[src/design/assert_macros.svh]
// Assertion helpers shared by the RTL; clock and active-low reset are passed in.
`ifndef ASSERT_MACROS_SVH
`define ASSERT_MACROS_SVH

// Same-cycle implication.
`define ASSERT_IMPLIES(label, clk, rst_n, ante, cons) \
    label: assert property (@(posedge clk) disable iff (!rst_n) (ante) |-> (cons)) \
        else $error("same-cycle implication violated");

// Next-cycle implication.
`define ASSERT_NEXT(label, clk, rst_n, ante, cons) \
    label: assert property (@(posedge clk) disable iff (!rst_n) (ante) |=> (cons)) \
        else $error("next-cycle implication violated");

// Condition that must never hold.
`define ASSERT_NEVER(label, clk, rst_n, expr) \
    label: assert property (@(posedge clk) disable iff (!rst_n) !(expr)) \
        else $error("forbidden condition seen");

`endif

[src/design/trm_pkg.sv]
package trm_pkg;

    localparam int NUM_REGS  = 8;
    localparam int MEM_WORDS = 64;
    localparam int MAX_LINES = 256;

    localparam int DATA_W = 32;
    localparam int VAL_W  = 31;
    localparam int REG_AW = (NUM_REGS > 1) ? $clog2(NUM_REGS) : 1;
    localparam int MEM_AW = (MEM_WORDS > 1) ? $clog2(MEM_WORDS) : 1;
    localparam int LINE_W = $clog2(MAX_LINES);

    // operation codes
    localparam logic [2:0] OP_MOV = 3'd0;
    localparam logic [2:0] OP_PRN = 3'd1;
    localparam logic [2:0] OP_SUB = 3'd2;
    localparam logic [2:0] OP_ADD = 3'd3;
    localparam logic [2:0] OP_JMP = 3'd4;
    localparam logic [2:0] OP_JPN = 3'd5;
    localparam logic [2:0] OP_HLT = 3'd6;

    // operand kinds
    localparam logic [1:0] KIND_CONST = 2'd0;
    localparam logic [1:0] KIND_REG   = 2'd1;
    localparam logic [1:0] KIND_MEM   = 2'd2;

    // fault codes
    localparam logic [2:0] FAULT_OK         = 3'd0;
    localparam logic [2:0] FAULT_BAD_REG    = 3'd1;
    localparam logic [2:0] FAULT_BAD_ADDR   = 3'd2;
    localparam logic [2:0] FAULT_BAD_TARGET = 3'd3;
    localparam logic [2:0] FAULT_ILLEGAL    = 3'd4;
    localparam logic [2:0] FAULT_UNKNOWN    = 3'd5;

    // line counter update selection
    localparam logic [2:0] LS_HOLD       = 3'd0;
    localparam logic [2:0] LS_ADV        = 3'd1;
    localparam logic [2:0] LS_JUMP_FIRST = 3'd2;
    localparam logic [2:0] LS_IF_ZERO    = 3'd3;
    localparam logic [2:0] LS_IF_NONPOS  = 3'd4;

    // register write data selection
    localparam logic [1:0] RS_VAL1   = 2'd0;
    localparam logic [1:0] RS_CONST2 = 2'd1;
    localparam logic [1:0] RS_ADD    = 2'd2;
    localparam logic [1:0] RS_SUB    = 2'd3;

    typedef struct packed {
        logic [2:0]       op;
        logic [1:0]       first_kind;
        logic [VAL_W-1:0] first_value;
        logic [1:0]       second_kind;
        logic [VAL_W-1:0] second_value;
    } insn_t;

    typedef struct packed {
        logic [2:0] fault;
        logic [2:0] line_sel;
        logic       print;
        logic       halt;
        logic       reg_we;
        logic       reg_dst_first;
        logic [1:0] reg_src;
        logic       mem_we;
        logic       mem_dst_first;
        logic       mem_src_const;
    } ctrl_t;

endpackage

[src/design/trm_ram.sv]
module trm_ram #(
    parameter int WIDTH = 32,
    parameter int DEPTH = 8,
    localparam int AW = (DEPTH > 1) ? $clog2(DEPTH) : 1
) (
    input  logic             clk,
    input  logic             we,
    input  logic [AW-1:0]    waddr,
    input  logic [WIDTH-1:0] wdata,
    input  logic             re,
    input  logic [AW-1:0]    raddr,
    output logic [WIDTH-1:0] rdata
);

    logic [WIDTH-1:0] mem [DEPTH];

    // read returns the old word on a same-address write
    always_ff @(posedge clk)
    begin
        if (we)
        begin
            mem[waddr] <= wdata;
        end
        if (re)
        begin
            rdata <= mem[raddr];
        end
    end

endmodule

[src/design/trm_decode.sv]
module trm_decode
    import trm_pkg::*;
(
    input  insn_t insn,
    output ctrl_t ctrl
);

    logic       k1c, k1r, k1m, k2c, k2r, k2m;
    logic       reg_ok1, reg_ok2, mem_ok1, mem_ok2, tgt_ok1, tgt_ok2;
    logic [2:0] opf1, opf2;

    always_comb
    begin
        k1c = (insn.first_kind == KIND_CONST);
        k1r = (insn.first_kind == KIND_REG);
        k1m = (insn.first_kind == KIND_MEM);
        k2c = (insn.second_kind == KIND_CONST);
        k2r = (insn.second_kind == KIND_REG);
        k2m = (insn.second_kind == KIND_MEM);

        reg_ok1 = (insn.first_value != '0) && (insn.first_value <= VAL_W'(NUM_REGS));
        reg_ok2 = (insn.second_value != '0) && (insn.second_value <= VAL_W'(NUM_REGS));
        mem_ok1 = (insn.first_value < VAL_W'(MEM_WORDS));
        mem_ok2 = (insn.second_value < VAL_W'(MEM_WORDS));
        tgt_ok1 = (insn.first_value != '0) && (insn.first_value <= VAL_W'(MAX_LINES));
        tgt_ok2 = (insn.second_value != '0) && (insn.second_value <= VAL_W'(MAX_LINES));

        opf1 = (k1r && !reg_ok1) ? FAULT_BAD_REG :
               ((k1m && !mem_ok1) ? FAULT_BAD_ADDR : FAULT_OK);
        opf2 = (k2r && !reg_ok2) ? FAULT_BAD_REG :
               ((k2m && !mem_ok2) ? FAULT_BAD_ADDR : FAULT_OK);
    end

    always_comb
    begin
        ctrl = '0;
        case (insn.op)
            OP_MOV:
            begin
                ctrl.line_sel = LS_ADV;
                if (!((k1r && (k2c || k2r || k2m)) || (k1m && (k2r || k2c))))
                begin
                    ctrl.fault = FAULT_ILLEGAL;
                end
                else
                begin
                    ctrl.fault = (opf1 != FAULT_OK) ? opf1 : opf2;
                end
                if (k2m)
                begin
                    ctrl.mem_we = 1'b1;
                end
                else if (k2r)
                begin
                    ctrl.reg_we  = 1'b1;
                    ctrl.reg_src = RS_VAL1;
                end
                else if (k1r)
                begin
                    ctrl.reg_we        = 1'b1;
                    ctrl.reg_dst_first = 1'b1;
                    ctrl.reg_src       = RS_CONST2;
                end
                else
                begin
                    ctrl.mem_we        = 1'b1;
                    ctrl.mem_dst_first = 1'b1;
                    ctrl.mem_src_const = 1'b1;
                end
            end
            OP_PRN:
            begin
                ctrl.line_sel = LS_ADV;
                ctrl.print    = 1'b1;
                ctrl.fault    = (k1c || k1r || k1m) ? opf1 : FAULT_ILLEGAL;
            end
            OP_SUB, OP_ADD:
            begin
                ctrl.line_sel      = LS_ADV;
                ctrl.reg_we        = 1'b1;
                ctrl.reg_dst_first = 1'b1;
                ctrl.reg_src       = (insn.op == OP_ADD) ? RS_ADD : RS_SUB;
                if (!(k1r && (k2c || k2r || k2m)))
                begin
                    ctrl.fault = FAULT_ILLEGAL;
                end
                else
                begin
                    ctrl.fault = (opf1 != FAULT_OK) ? opf1 : opf2;
                end
            end
            OP_JMP, OP_JPN:
            begin
                if (insn.op == OP_JMP && k1c)
                begin
                    ctrl.line_sel = LS_JUMP_FIRST;
                    ctrl.fault    = tgt_ok1 ? FAULT_OK : FAULT_BAD_TARGET;
                end
                else
                begin
                    ctrl.line_sel = (insn.op == OP_JMP) ? LS_IF_ZERO : LS_IF_NONPOS;
                    if (!(k1r && k2c))
                    begin
                        ctrl.fault = FAULT_ILLEGAL;
                    end
                    else if (opf1 != FAULT_OK)
                    begin
                        ctrl.fault = opf1;
                    end
                    else
                    begin
                        ctrl.fault = tgt_ok2 ? FAULT_OK : FAULT_BAD_TARGET;
                    end
                end
            end
            OP_HLT:
            begin
                ctrl.line_sel = LS_HOLD;
                ctrl.halt     = 1'b1;
            end
            default:
            begin
                ctrl.line_sel = LS_HOLD;
                ctrl.fault    = FAULT_UNKNOWN;
            end
        endcase
    end

endmodule

[src/design/tiny_register_machine_execute.sv]
// Flow: operands are read into the execute stage registers when the input beat is accepted,
//   and execute loads the output register when the stage advances into a free output register.
// Throughput: one instruction per cycle while m_tready does not stall the output; the
//   register file takes one write and two reads per cycle, the data memory one write and
//   one read, and a read that hits the word being written in the same cycle is forwarded.
// Reset: rst_n clears the line counter, halt flag, pipeline valids and per-word valid
//   bits; a word not yet written reads as zero, so no clearing pass is needed.
`include "assert_macros.svh"

module tiny_register_machine_execute
    import trm_pkg::*;
(
    input  logic        clk,
    input  logic        rst_n,
    // s_tdata: operation[2:0], first_value[33:3], second_value[64:34], zero pad
    input  logic [71:0] s_tdata,
    // s_tuser: first_kind[1:0], second_kind[3:2]
    input  logic [3:0]  s_tuser,
    input  logic        s_tvalid,
    output logic        s_tready,
    // m_tdata: next_line[7:0], print_value[39:8], halted[40], fault[43:41], zero pad
    output logic [47:0] m_tdata,
    // m_tuser: print_valid[0], print_signed[1]
    output logic [1:0]  m_tuser,
    output logic        m_tvalid,
    input  logic        m_tready
);

    // ------------------------------------------------------------------
    // Input beat unpack and read address generation
    // ------------------------------------------------------------------
    insn_t             in_insn;
    logic              s_accept;
    logic [REG_AW-1:0] ra_a, ra_b;
    logic [MEM_AW-1:0] ra_m;

    always_comb
    begin
        in_insn.op           = s_tdata[2:0];
        in_insn.first_value  = s_tdata[33:3];
        in_insn.second_value = s_tdata[64:34];
        in_insn.first_kind   = s_tuser[1:0];
        in_insn.second_kind  = s_tuser[3:2];
        s_accept = s_tvalid && s_tready;
        // register numbers count from one
        ra_a = REG_AW'(in_insn.first_value - VAL_W'(1));
        ra_b = REG_AW'(in_insn.second_value - VAL_W'(1));
        ra_m = (in_insn.first_kind == KIND_MEM) ? MEM_AW'(in_insn.first_value)
                                                : MEM_AW'(in_insn.second_value);
    end

    // ------------------------------------------------------------------
    // Execute stage registers and architectural state
    // ------------------------------------------------------------------
    logic                 s1_valid_reg, s1_valid_next;
    insn_t                s1_insn_reg;
    logic                 out_valid_reg, out_valid_next;
    logic [47:0]          out_tdata_reg;
    logic [1:0]           out_tuser_reg;
    logic [LINE_W-1:0]    line_reg, line_next;
    logic                 halt_reg, halt_next;
    logic [NUM_REGS-1:0]  reg_valid_reg, reg_valid_next;
    logic [MEM_WORDS-1:0] mem_valid_reg, mem_valid_next;

    // read-side bypass, captured with each read
    logic              fwd_a_reg, fwd_b_reg, fwd_m_reg;
    logic [DATA_W-1:0] fwd_rdata_reg, fwd_mdata_reg;
    logic              va_reg, vb_reg, vm_reg;

    logic              s1_fire;
    ctrl_t             ctrl;
    logic              active;
    logic              reg_we, mem_we;
    logic [REG_AW-1:0] reg_waddr;
    logic [MEM_AW-1:0] mem_waddr;
    logic [DATA_W-1:0] reg_wdata, mem_wdata;
    logic [DATA_W-1:0] rf_a_rdata, rf_b_rdata, dm_rdata;
    logic [DATA_W-1:0] rega, regb, memv, val1, val2, const2;
    logic [LINE_W-1:0] line_adv, line_tgt1, line_tgt2, line_result;
    logic              o_print;
    logic [DATA_W-1:0] o_value;
    logic              o_halted;
    logic [2:0]        o_fault;

    trm_decode u_decode (
        .insn (s1_insn_reg),
        .ctrl (ctrl)
    );

    // ------------------------------------------------------------------
    // Storage: two read copies of the register file, one data memory
    // ------------------------------------------------------------------
    trm_ram #(.WIDTH(DATA_W), .DEPTH(NUM_REGS)) u_rf_a (
        .clk   (clk),
        .we    (reg_we),
        .waddr (reg_waddr),
        .wdata (reg_wdata),
        .re    (s_accept),
        .raddr (ra_a),
        .rdata (rf_a_rdata)
    );

    trm_ram #(.WIDTH(DATA_W), .DEPTH(NUM_REGS)) u_rf_b (
        .clk   (clk),
        .we    (reg_we),
        .waddr (reg_waddr),
        .wdata (reg_wdata),
        .re    (s_accept),
        .raddr (ra_b),
        .rdata (rf_b_rdata)
    );

    trm_ram #(.WIDTH(DATA_W), .DEPTH(MEM_WORDS)) u_dm (
        .clk   (clk),
        .we    (mem_we),
        .waddr (mem_waddr),
        .wdata (mem_wdata),
        .re    (s_accept),
        .raddr (ra_m),
        .rdata (dm_rdata)
    );

    // ------------------------------------------------------------------
    // Handshake: execute stage advances when the output register frees up
    // ------------------------------------------------------------------
    always_comb
    begin
        s1_fire  = s1_valid_reg && (!out_valid_reg || m_tready);
        s_tready = !s1_valid_reg || s1_fire;
        m_tvalid = out_valid_reg;
        m_tdata  = out_tdata_reg;
        m_tuser  = out_tuser_reg;
    end

    // ------------------------------------------------------------------
    // Execute: operand select, write-back, line counter, result beat
    // ------------------------------------------------------------------
    always_comb
    begin
        // bypass wins, then unwritten words read as zero
        rega   = fwd_a_reg ? fwd_rdata_reg : (va_reg ? rf_a_rdata : '0);
        regb   = fwd_b_reg ? fwd_rdata_reg : (vb_reg ? rf_b_rdata : '0);
        memv   = fwd_m_reg ? fwd_mdata_reg : (vm_reg ? dm_rdata : '0);
        const2 = {1'b0, s1_insn_reg.second_value};

        case (s1_insn_reg.first_kind)
            KIND_REG: val1 = rega;
            KIND_MEM: val1 = memv;
            default:  val1 = {1'b0, s1_insn_reg.first_value};
        endcase
        case (s1_insn_reg.second_kind)
            KIND_REG: val2 = regb;
            KIND_MEM: val2 = memv;
            default:  val2 = const2;
        endcase

        active = !halt_reg && (ctrl.fault == FAULT_OK);

        // write-back happens only when the beat leaves the stage
        reg_we    = s1_fire && active && ctrl.reg_we;
        reg_waddr = ctrl.reg_dst_first ? REG_AW'(s1_insn_reg.first_value - VAL_W'(1))
                                       : REG_AW'(s1_insn_reg.second_value - VAL_W'(1));
        case (ctrl.reg_src)
            RS_VAL1:   reg_wdata = val1;
            RS_CONST2: reg_wdata = const2;
            RS_ADD:    reg_wdata = rega + val2;
            RS_SUB:    reg_wdata = rega - val2;
            default:   reg_wdata = val1;
        endcase

        mem_we    = s1_fire && active && ctrl.mem_we;
        mem_waddr = ctrl.mem_dst_first ? MEM_AW'(s1_insn_reg.first_value)
                                       : MEM_AW'(s1_insn_reg.second_value);
        mem_wdata = ctrl.mem_src_const ? const2 : val1;

        // line counter wraps past the last line
        line_adv  = (line_reg == LINE_W'(MAX_LINES - 1)) ? '0 : line_reg + LINE_W'(1);
        line_tgt1 = LINE_W'(s1_insn_reg.first_value - VAL_W'(1));
        line_tgt2 = LINE_W'(s1_insn_reg.second_value - VAL_W'(1));
        if (!active)
        begin
            line_result = line_reg;
        end
        else
        begin
            case (ctrl.line_sel)
                LS_ADV:        line_result = line_adv;
                LS_JUMP_FIRST: line_result = line_tgt1;
                LS_IF_ZERO:    line_result = (rega == '0) ? line_tgt2 : line_adv;
                LS_IF_NONPOS:  line_result = ((rega == '0) || rega[DATA_W-1]) ? line_tgt2
                                                                             : line_adv;
                default:       line_result = line_reg;
            endcase
        end

        // halted machine reports no fault and ignores the beat
        o_print  = active && ctrl.print;
        o_value  = o_print ? val1 : '0;
        o_halted = halt_reg || ctrl.halt;
        o_fault  = halt_reg ? FAULT_OK : ctrl.fault;
    end

    // ------------------------------------------------------------------
    // Next-state logic
    // ------------------------------------------------------------------
    always_comb
    begin
        s1_valid_next  = s_accept ? 1'b1 : (s1_fire ? 1'b0 : s1_valid_reg);
        out_valid_next = s1_fire ? 1'b1 : (m_tready ? 1'b0 : out_valid_reg);
        line_next      = s1_fire ? line_result : line_reg;
        halt_next      = halt_reg || (s1_fire && ctrl.halt);

        reg_valid_next = reg_valid_reg;
        if (reg_we)
        begin
            reg_valid_next[reg_waddr] = 1'b1;
        end
        mem_valid_next = mem_valid_reg;
        if (mem_we)
        begin
            mem_valid_next[mem_waddr] = 1'b1;
        end
    end

    // ------------------------------------------------------------------
    // Control registers
    // ------------------------------------------------------------------
    always_ff @(posedge clk or negedge rst_n)
    begin
        if (!rst_n)
        begin
            s1_valid_reg  <= 1'b0;
            out_valid_reg <= 1'b0;
            line_reg      <= '0;
            halt_reg      <= 1'b0;
            reg_valid_reg <= '0;
            mem_valid_reg <= '0;
        end
        else
        begin
            s1_valid_reg  <= s1_valid_next;
            out_valid_reg <= out_valid_next;
            line_reg      <= line_next;
            halt_reg      <= halt_next;
            reg_valid_reg <= reg_valid_next;
            mem_valid_reg <= mem_valid_next;
        end
    end

    // ------------------------------------------------------------------
    // Payload registers
    // ------------------------------------------------------------------
    always_ff @(posedge clk)
    begin
        if (s_accept)
        begin
            s1_insn_reg   <= in_insn;
            // sample valid bits and bypass the word written at this same edge
            va_reg        <= reg_valid_reg[ra_a];
            vb_reg        <= reg_valid_reg[ra_b];
            vm_reg        <= mem_valid_reg[ra_m];
            fwd_a_reg     <= reg_we && (reg_waddr == ra_a);
            fwd_b_reg     <= reg_we && (reg_waddr == ra_b);
            fwd_m_reg     <= mem_we && (mem_waddr == ra_m);
            fwd_rdata_reg <= reg_wdata;
            fwd_mdata_reg <= mem_wdata;
        end
        if (s1_fire)
        begin
            out_tdata_reg <= {4'd0, o_fault, o_halted, o_value, 8'(line_result)};
            out_tuser_reg <= {o_print && (s1_insn_reg.first_kind == KIND_REG), o_print};
        end
    end

    // ------------------------------------------------------------------
    // Assertions
    // ------------------------------------------------------------------
    `ASSERT_NEXT(a_halt_sticky, clk, rst_n, halt_reg, halt_reg)
    `ASSERT_NEVER(a_one_store_write, clk, rst_n, reg_we && mem_we)
    `ASSERT_IMPLIES(a_halted_no_write, clk, rst_n, halt_reg, !reg_we && !mem_we)
    `ASSERT_IMPLIES(a_fault_no_print, clk, rst_n, m_tvalid && (m_tdata[43:41] != 0), !m_tuser[0])
    `ASSERT_NEXT(a_stall_holds_line, clk, rst_n, s1_valid_reg && !s1_fire, $stable(line_reg))

endmodule
[config.mk]
export PLATFORM = sky130hd
export DESIGN_NAME = tiny_register_machine_execute
export DESIGN_NICKNAME = d
export VERILOG_FILES = /design/src/design/trm_pkg.sv /design/src/design/trm_ram.sv /design/src/design/trm_decode.sv /design/src/design/tiny_register_machine_execute.sv
export VERILOG_INCLUDE_DIRS = /design/src /design/src/design
export SDC_FILE = /design/constraint.sdc
export NUM_CORES = 2
export LEC_CHECK = 0
export ABC_AREA = 1
export BUFFER_PORTS_ARGS = -buffer_cell sky130_fd_sc_hd__buf_2
export CORE_UTILIZATION = 50
export CTS_BUF_LIST = sky130_fd_sc_hd__clkbuf_16
export DETAILED_ROUTE_END_ITERATION = 6
export HOLD_SLACK_MARGIN = 0.15
export PLACE_DENSITY = 0.66
export SYNTH_ARGS = -nofsm -noshare
export SYNTH_HDL_FRONTEND = slang
export SYNTH_SLANG_ARGS = --single-unit
[constraint.sdc]
create_clock -name clk -period 17.5 [get_ports clk]
set_input_delay 0 -clock clk [delete_from_list [all_inputs] [get_ports clk]]
set_output_delay 0 -clock clk [all_outputs]
set_load 0.005 [all_outputs]
======== After elaboration in Yosys (flattened, before gate mapping) ========
Memories as Yosys holds them, arrays and structs flattened. A register that Yosys moved wholly into a read port is not among the register bits.
Index checks and enable logic that the tools add are counted.
word-level totals
  bits in registers ....................... 268
  bits in writable memories ............... 2560
  word-level logic and storage cells ...... 193
  memories ................................ 3
cells by class
  $add $sub $neg .......................... 7
  $lt $le $gt $ge ......................... 13
  eq/ne operators ......................... 22
  multiplexer cells ....................... 66
  bitwise gates (word level) .............. 2
  reductions and logical operators ........ 57
memory list
  memory      depth  width  rd ports  clocked after Yosys merged registers in  write ports  RTL line       source
  u_dm.mem    64     32     1         1                                        1            trm_ram.sv:15  logic [WIDTH-1:0] mem [DEPTH];
  u_rf_a.mem  8      32     1         1                                        1            trm_ram.sv:15
  u_rf_b.mem  8      32     1         1                                        1            trm_ram.sv:15
operators by type and width
  cell                                                                            count
  32-bit two-way mux                                                              7
  32-bit case mux with 2 select lines                                             2
  32-bit case mux with 4 select lines                                             1
  64-bit OR                                                                       1
  31-bit by 4-bit <= comparator with 1-bit output (second input constant)         2
  31-bit by 9-bit <= comparator with 1-bit output (second input constant)         2
  31-bit by 7-bit less-than comparator with 1-bit output (second input constant)  2
  31-bit nonzero test                                                             2
  3-bit two-way mux                                                               13
  32-bit adder                                                                    1
  32-bit zero test                                                                1
  8-bit two-way mux                                                               4
  8-bit case mux with 4 select lines                                              1
  32-bit subtractor                                                               1
  1-bit logical AND                                                               26
  1-bit two-way mux                                                               19
  6-bit two-way mux                                                               3
  8-bit by 1-bit subtractor with 8-bit output (second input constant)             2
  3-bit case mux with 5 select lines                                              1
  6-bit by 7-bit less-than comparator with 1-bit output (second input constant)   2
  3-bit by 2-bit equality test with 1-bit output (second input constant)          4
  3-bit equality test (second input constant)                                     4
  3-bit by 4-bit less-than comparator with 1-bit output (second input constant)   3
  2-bit two-way mux                                                               6
  26 further kinds                                                                57

======== Depth between registers and ports, before layout ========
  word-level depth ........................ 16
  mapped depth ............................ 29
  depth with buffers taken out ............ 27

======== Modules after synthesis ========
Synthesis repeated with hierarchy kept, for this count alone.
second synthesis, totals
  cell total of the unflattened synthesis .. 11475
  area, all modules ....................... 125684.3 sq um
by module, submodules not included
  module                         instances  cells an instance  area an instance (sq um)  sequential area each (sq um)
  trm_ram at u_dm                1          6769               83058.4                   62459.9
  trm_ram at u_rf_a ...          2          1156               12192.9                   8648.3
  tiny_register_machine_execute  1          2170               17275.3                   7632.3
  trm_decode                     1          224                964.7                     0.0

======== Worst setup path before layout ========
Ideal clock, no wire load.
  path type ............................... register to register
  from .................................... register out_valid_reg (netlist: m_tvalid)
  to ...................................... register s1_insn_reg, in the netlist const2[0], enable pin
  setup time .............................. 587 ps
  arrival ................................. 5155 ps
  setup slack ............................. 11759 ps
  cell stages (with the launch flop) ...... 4
  clock period less this slack ............ 5741 ps
  cell sequence ........................... dfrtp_1 -> nand3_1 -> nand2_1 -> inv_1
on the way
  cells in the longest elaborated chain, start to end .. 5
RTL lines
  item                    RTL line                              source
  from (decl)             tiny_register_machine_execute.sv:57   logic out_valid_reg, out_valid_next;
  from (signal assigned)  tiny_register_machine_execute.sv:242  out_valid_reg <= out_valid_next;
  1-bit zero test         tiny_register_machine_execute.sv:128  s1_fire = s1_valid_reg && (!out_valid_reg || m_tready);
  1-bit logical OR        tiny_register_machine_execute.sv:128
  1-bit logical AND       tiny_register_machine_execute.sv:128
  1-bit logical OR        tiny_register_machine_execute.sv:129  s_tready = !s1_valid_reg || s1_fire;
  named net s_tready      tiny_register_machine_execute.sv:20   output logic s_tready,
  1-bit logical AND       tiny_register_machine_execute.sv:44   s_accept = s_tvalid && s_tready;
  to (signal assigned)    tiny_register_machine_execute.sv:257  s1_insn_reg <= in_insn;
  to (decl)               tiny_register_machine_execute.sv:56   insn_t s1_insn_reg;
The timed path passes the listed nets, and every way through them passes these cells.
A chain may end at the register's enable or synchronous reset.

======== Worst setup path after layout ========
  from .................................... register s1_insn_reg[68] in the netlist's numbering
  to ...................................... register fwd_rdata_reg[17], data pin
on the way
  cells in the longest elaborated chain, start to end .. 5
RTL lines
  item                                                               RTL line                              source
  3-bit by 2-bit equality test with 1-bit output (on tied branches)  trm_decode.sv:37, trm_decode.sv:82
  1-bit two-way mux or 2-bit OR reduction (tied branches)            trm_decode.sv:82, trm_decode.sv:37
  4-bit case mux with 2 select lines (*)                             trm_decode.sv:37                      case (insn.op)
  2-bit equality test, or another cell as far along                  tiny_register_machine_execute.sv:163  case (ctrl.reg_src)
  32-bit case mux with 4 select lines (*)                            tiny_register_machine_execute.sv:163
  named net reg_wdata[17]                                            tiny_register_machine_execute.sv:76   logic [DATA_W-1:0] reg_wdata, mem_wdata;
  to (signal assigned)                                               tiny_register_machine_execute.sv:265  fwd_rdata_reg <= reg_wdata;
  to (decl)                                                          tiny_register_machine_execute.sv:67   logic [DATA_W-1:0] fwd_rdata_reg, fwd_mdata_reg;
The timed path passes the listed nets; every way through them passes the cells marked *.

==> results.py <==
metrics = {
    "status": {
        "status": "finished with violations",
        "violations": "DRC",
    },
    "sta": {
        "setup_violations": 0,
        "rsz0062_at_grt": "no",
        "hold_violations": 0,
        "layout_setup_ws_ns": 11.08,
        "period_share_pct": 36.7,
        "tightestPinTransition_ns": 1.31,
        "max_freq_mhz": 156,
        "setup_tns_ns": 0,
        "maxSlewViolCount": 0,
        "slew_headroom_pct": 12.1,
        "min_period_ns": 6.42,
        "finalClockSkew_ns": 0.0552,
    },
    "power_and_ir_drop": {
        "switching_share_pct": 26.1,
        "powerDensity_nw_per_um2": 118,
        "seq_power_share_pct": 49.8,
        "p_comb_share_pct": 13.1,
        "p_clk_share_pct": 37.1,
        "ir_drop_uv": 101,
        "internal_power_mw": 11.0,
        "switchingPower_mw": 3.90,
        "leakage_nw": 42.4,
    },
    "logic_synthesis": {
        "postSynthAreaPerCell_um2": 12.1,
        "syn_area_um2": 112000,
        "synthSimpleGateAreaFrac_pct": 9.74,
        "synth.area.mux_share_pct": 0,
        "syn-instance-count": 9302,
        "synth-xor-area-share_pct": 0.421,
        "yosys_warnings": 0,
        "synth_seq_cells": 2668,
        "synth-edff-count": 2585,
        "synth_seq_area_share_pct": 70.9,
        "synth.distinct_cells": 51,
        "synth-adder-area-share_pct": 0.541,
        "synthArstFlopShare_pct": 3.11,
        "ys.flop_type": "edfxtp_1",
        "synth_compound_area_share_pct": 14.9,
        "synth_top_family_by_area": "compound AO/OA/AOI/OAI gates",
    },
    "global_route": {
        "grt_pass1_wl_um": 488000,
        "grt_max_degree": 215,
        "grt-ovfl-total": 0,
        "antenna_found_initial": 17,
        "grt_usage_pct": 29.3,
        "grt_pass1_vias": 75000,
    },
    "floorplanning": {
        "die_w_um": 476,
        "start_util_pct": 50.4,
        "fp.dieH_um": 476,
        "rows": 173,
        "ios": 132,
        "core_region_area_um2": 223000,
        "dieArea_um2": 227000,
    },
    "finish": {
        "final_nets": 9539,
        "final_cell_mix": "2585 x edfxtp_1, 1425 x o21ai_0, 1275 x nor2_1, 885 x nand2_1, 399 x inv_1",
        "final_common_cell": "edfxtp_1",
        "largest_reg_flops": 2048,
        "regMostFlops": "u_dm.mem",
        "reg_top3": "u_dm.mem: 2048 flops, u_rf_a.mem: 128 flops, u_rf_b.mem: 128 flops",
        "syn_to_final_growth_pct": 12.8,
        "drive_gt1_share_pct": 8.92,
        "final_cells": 12600,
    },
    "placement": {
        "place_ws_ns": 11.28,
        "port_buffers": 120,
        "place.gp.congestion": 0.968,
        "dp.final_hpwl_um": 182000,
        "placedCellCount": 12000,
    },
    "setup_path": {
        "reg2reg_from": "s1_insn_reg[68]$_DFFE_PP_",
        "cp-start-kind": "flip-flop",
        "cp.arrival_ns": 6.90,
        "startpoint": "s1_insn_reg[68]$_DFFE_PP_",
        "crit_type": "flip-flop to flip-flop",
        "cp_max_fo": 28,
        "crit_path_end_kind": "flip-flop",
        "cp.required_ns": 17.99,
    },
    "worst_hold_path": {
        "min_path_type": "primary input to async pin",
    },
    "clock_tree": {
        "cts_resized": 0,
        "cts_buffer_depth": 4,
        "cts.sinks": 2668,
        "cts_root_buffer": "clkbuf_16",
        "cts_buffers": 280,
        "cts_tree": "built",
        "clk_pin_slew_worst_paths_ns": 0.06,
        "insertion_delay_ns": 0.95,
        "cts.htree.levels": 5,
    },
    "route": {
        "drt_iter0_markers": 10800,
        "viasPerCell": 6.29,
        "drtPass1Iterations": 7,
        "drc": 2,
        "vias": 79100,
        "detail_route.wl_per_cell_um": 26.8,
        "ant_nets": 0,
        "routed_wl_um": 338000,
    },
    "flow_run": {
        "max-cap-violations": 0,
    },
}
final timing paths:
path / depth (start not counted) / end / slack [ns]
worst max-delay path: 19 / fwd_rdata_reg[17]$_DFFE_PP_ / 11.08
worst min-delay path: 4 / m_tvalid$_DFFE_PN0P_ / 0.18
worst max register to register: 19 / fwd_rdata_reg[17]$_DFFE_PP_ / 11.08
worst min register to register: 2 / mem_valid_reg[61]$_DFFE_PN0P_ / 0.46
max in group asynchronous: 4 / mem_valid_reg[17]$_DFFE_PN0P_ / 16.94
min in group clk: 2 / s1_insn_reg[33]$_DFFE_PP_ / 0.26
kinds of logic after synthesis:
family / count (synthesis)
DFF: 2668
adders and majority gates: 48
and+or+nand+nor: 2712
other: 1
buffers and inverters: 1011
xor gates and xnor gates: 54
AOI/OAI and AO/OA: 2808
cell type report:
cell class,count,area (um2)
multi-input cells,5626,29700
fillers,17600,96000
repair buffers,468,3690
well taps,2975,3720
diodes,6,15.0
inverters,367,1420
clock inverters,187,1180
clock buffers,289,7230
flip-flops and latches,2668,79700
per-stage QoR:
step	power [mW]	cell area [um2]	utilization, %	hold slack (ns)
floorplan	8.70	112000	-	-0.296
global placement	9.39	117000	52.4	0.176
detailed placement	9.44	117000	52.4	0.178
CTS	14.9	127000	56.9	0.155
global route	15.4	127000	56.9	0.255
finish	14.9	127000	56.9	0.182
per-layer routing:
layer	up-vias	routed length, um	GRT usage, %
met1	39000	132000	39.9
met4	8	16100	13.4
met5	-	57	0
met2	4589	153000	45.2
met3	775	37200	6.37
li1	34700	-	-
timing repair:
action / in CTS / in global routing
hold endpoints to repair: 336 / 0
hold buffers: 144 / 0
buffers inserted: 0 / 0
cell usage after synthesis, types with 69 or more instances:
master / n / area share, %
dfrtp_1: 83 / 1.8
o221ai_1: 274 / 2.1
o211ai_1: 368 / 2.5
a21oi_1: 232 / 1.0
nand3_1: 397 / 1.8
clkbuf_1: 550 / 1.8
o21ai_0: 1457 / 6.5
edfxtp_1: 2585 / 69
nand2_1: 885 / 3.0
a31oi_1: 69 / 0.38
inv_1: 335 / 1.1
nor2_1: 1341 / 4.5
o22ai_1: 277 / 1.5
critical path, stage by stage (launching register included):
cell and delay, ns:
edfxtp_1 0.62, nor2_2 0.18, buf_4 0.29, inv_2 0.35, nor2_1 0.91, inv_1 0.70
o21ai_0 0.52, inv_1 0.09, ha_1 0.29, nand3_1 0.07, nand2_1 0.10, nand2_1 0.07
nand2_1 0.07, a21oi_1 0.11, o21ai_0 0.60, nand2_1 0.11, nand2_1 0.13, a21oi_1 0.07
o21ai_0 0.18, o221ai_1 0.48
power by group through the flow:
stage | registers (mW) | clock network [mW] | logic (mW)
4_1_cts | 7.44 | 5.59 | 1.90
3_5_place_dp | 7.57 | 0 | 1.87
3_3_place_gp | 7.57 | 0 | 1.82
2_1_floorplan | 7.61 | 0 | 1.09
5_1_grt | 7.45 | 5.83 | 2.08
6_report | 7.44 | 5.54 | 1.95
Note: power is estimated with default switching activity, not from simulation.
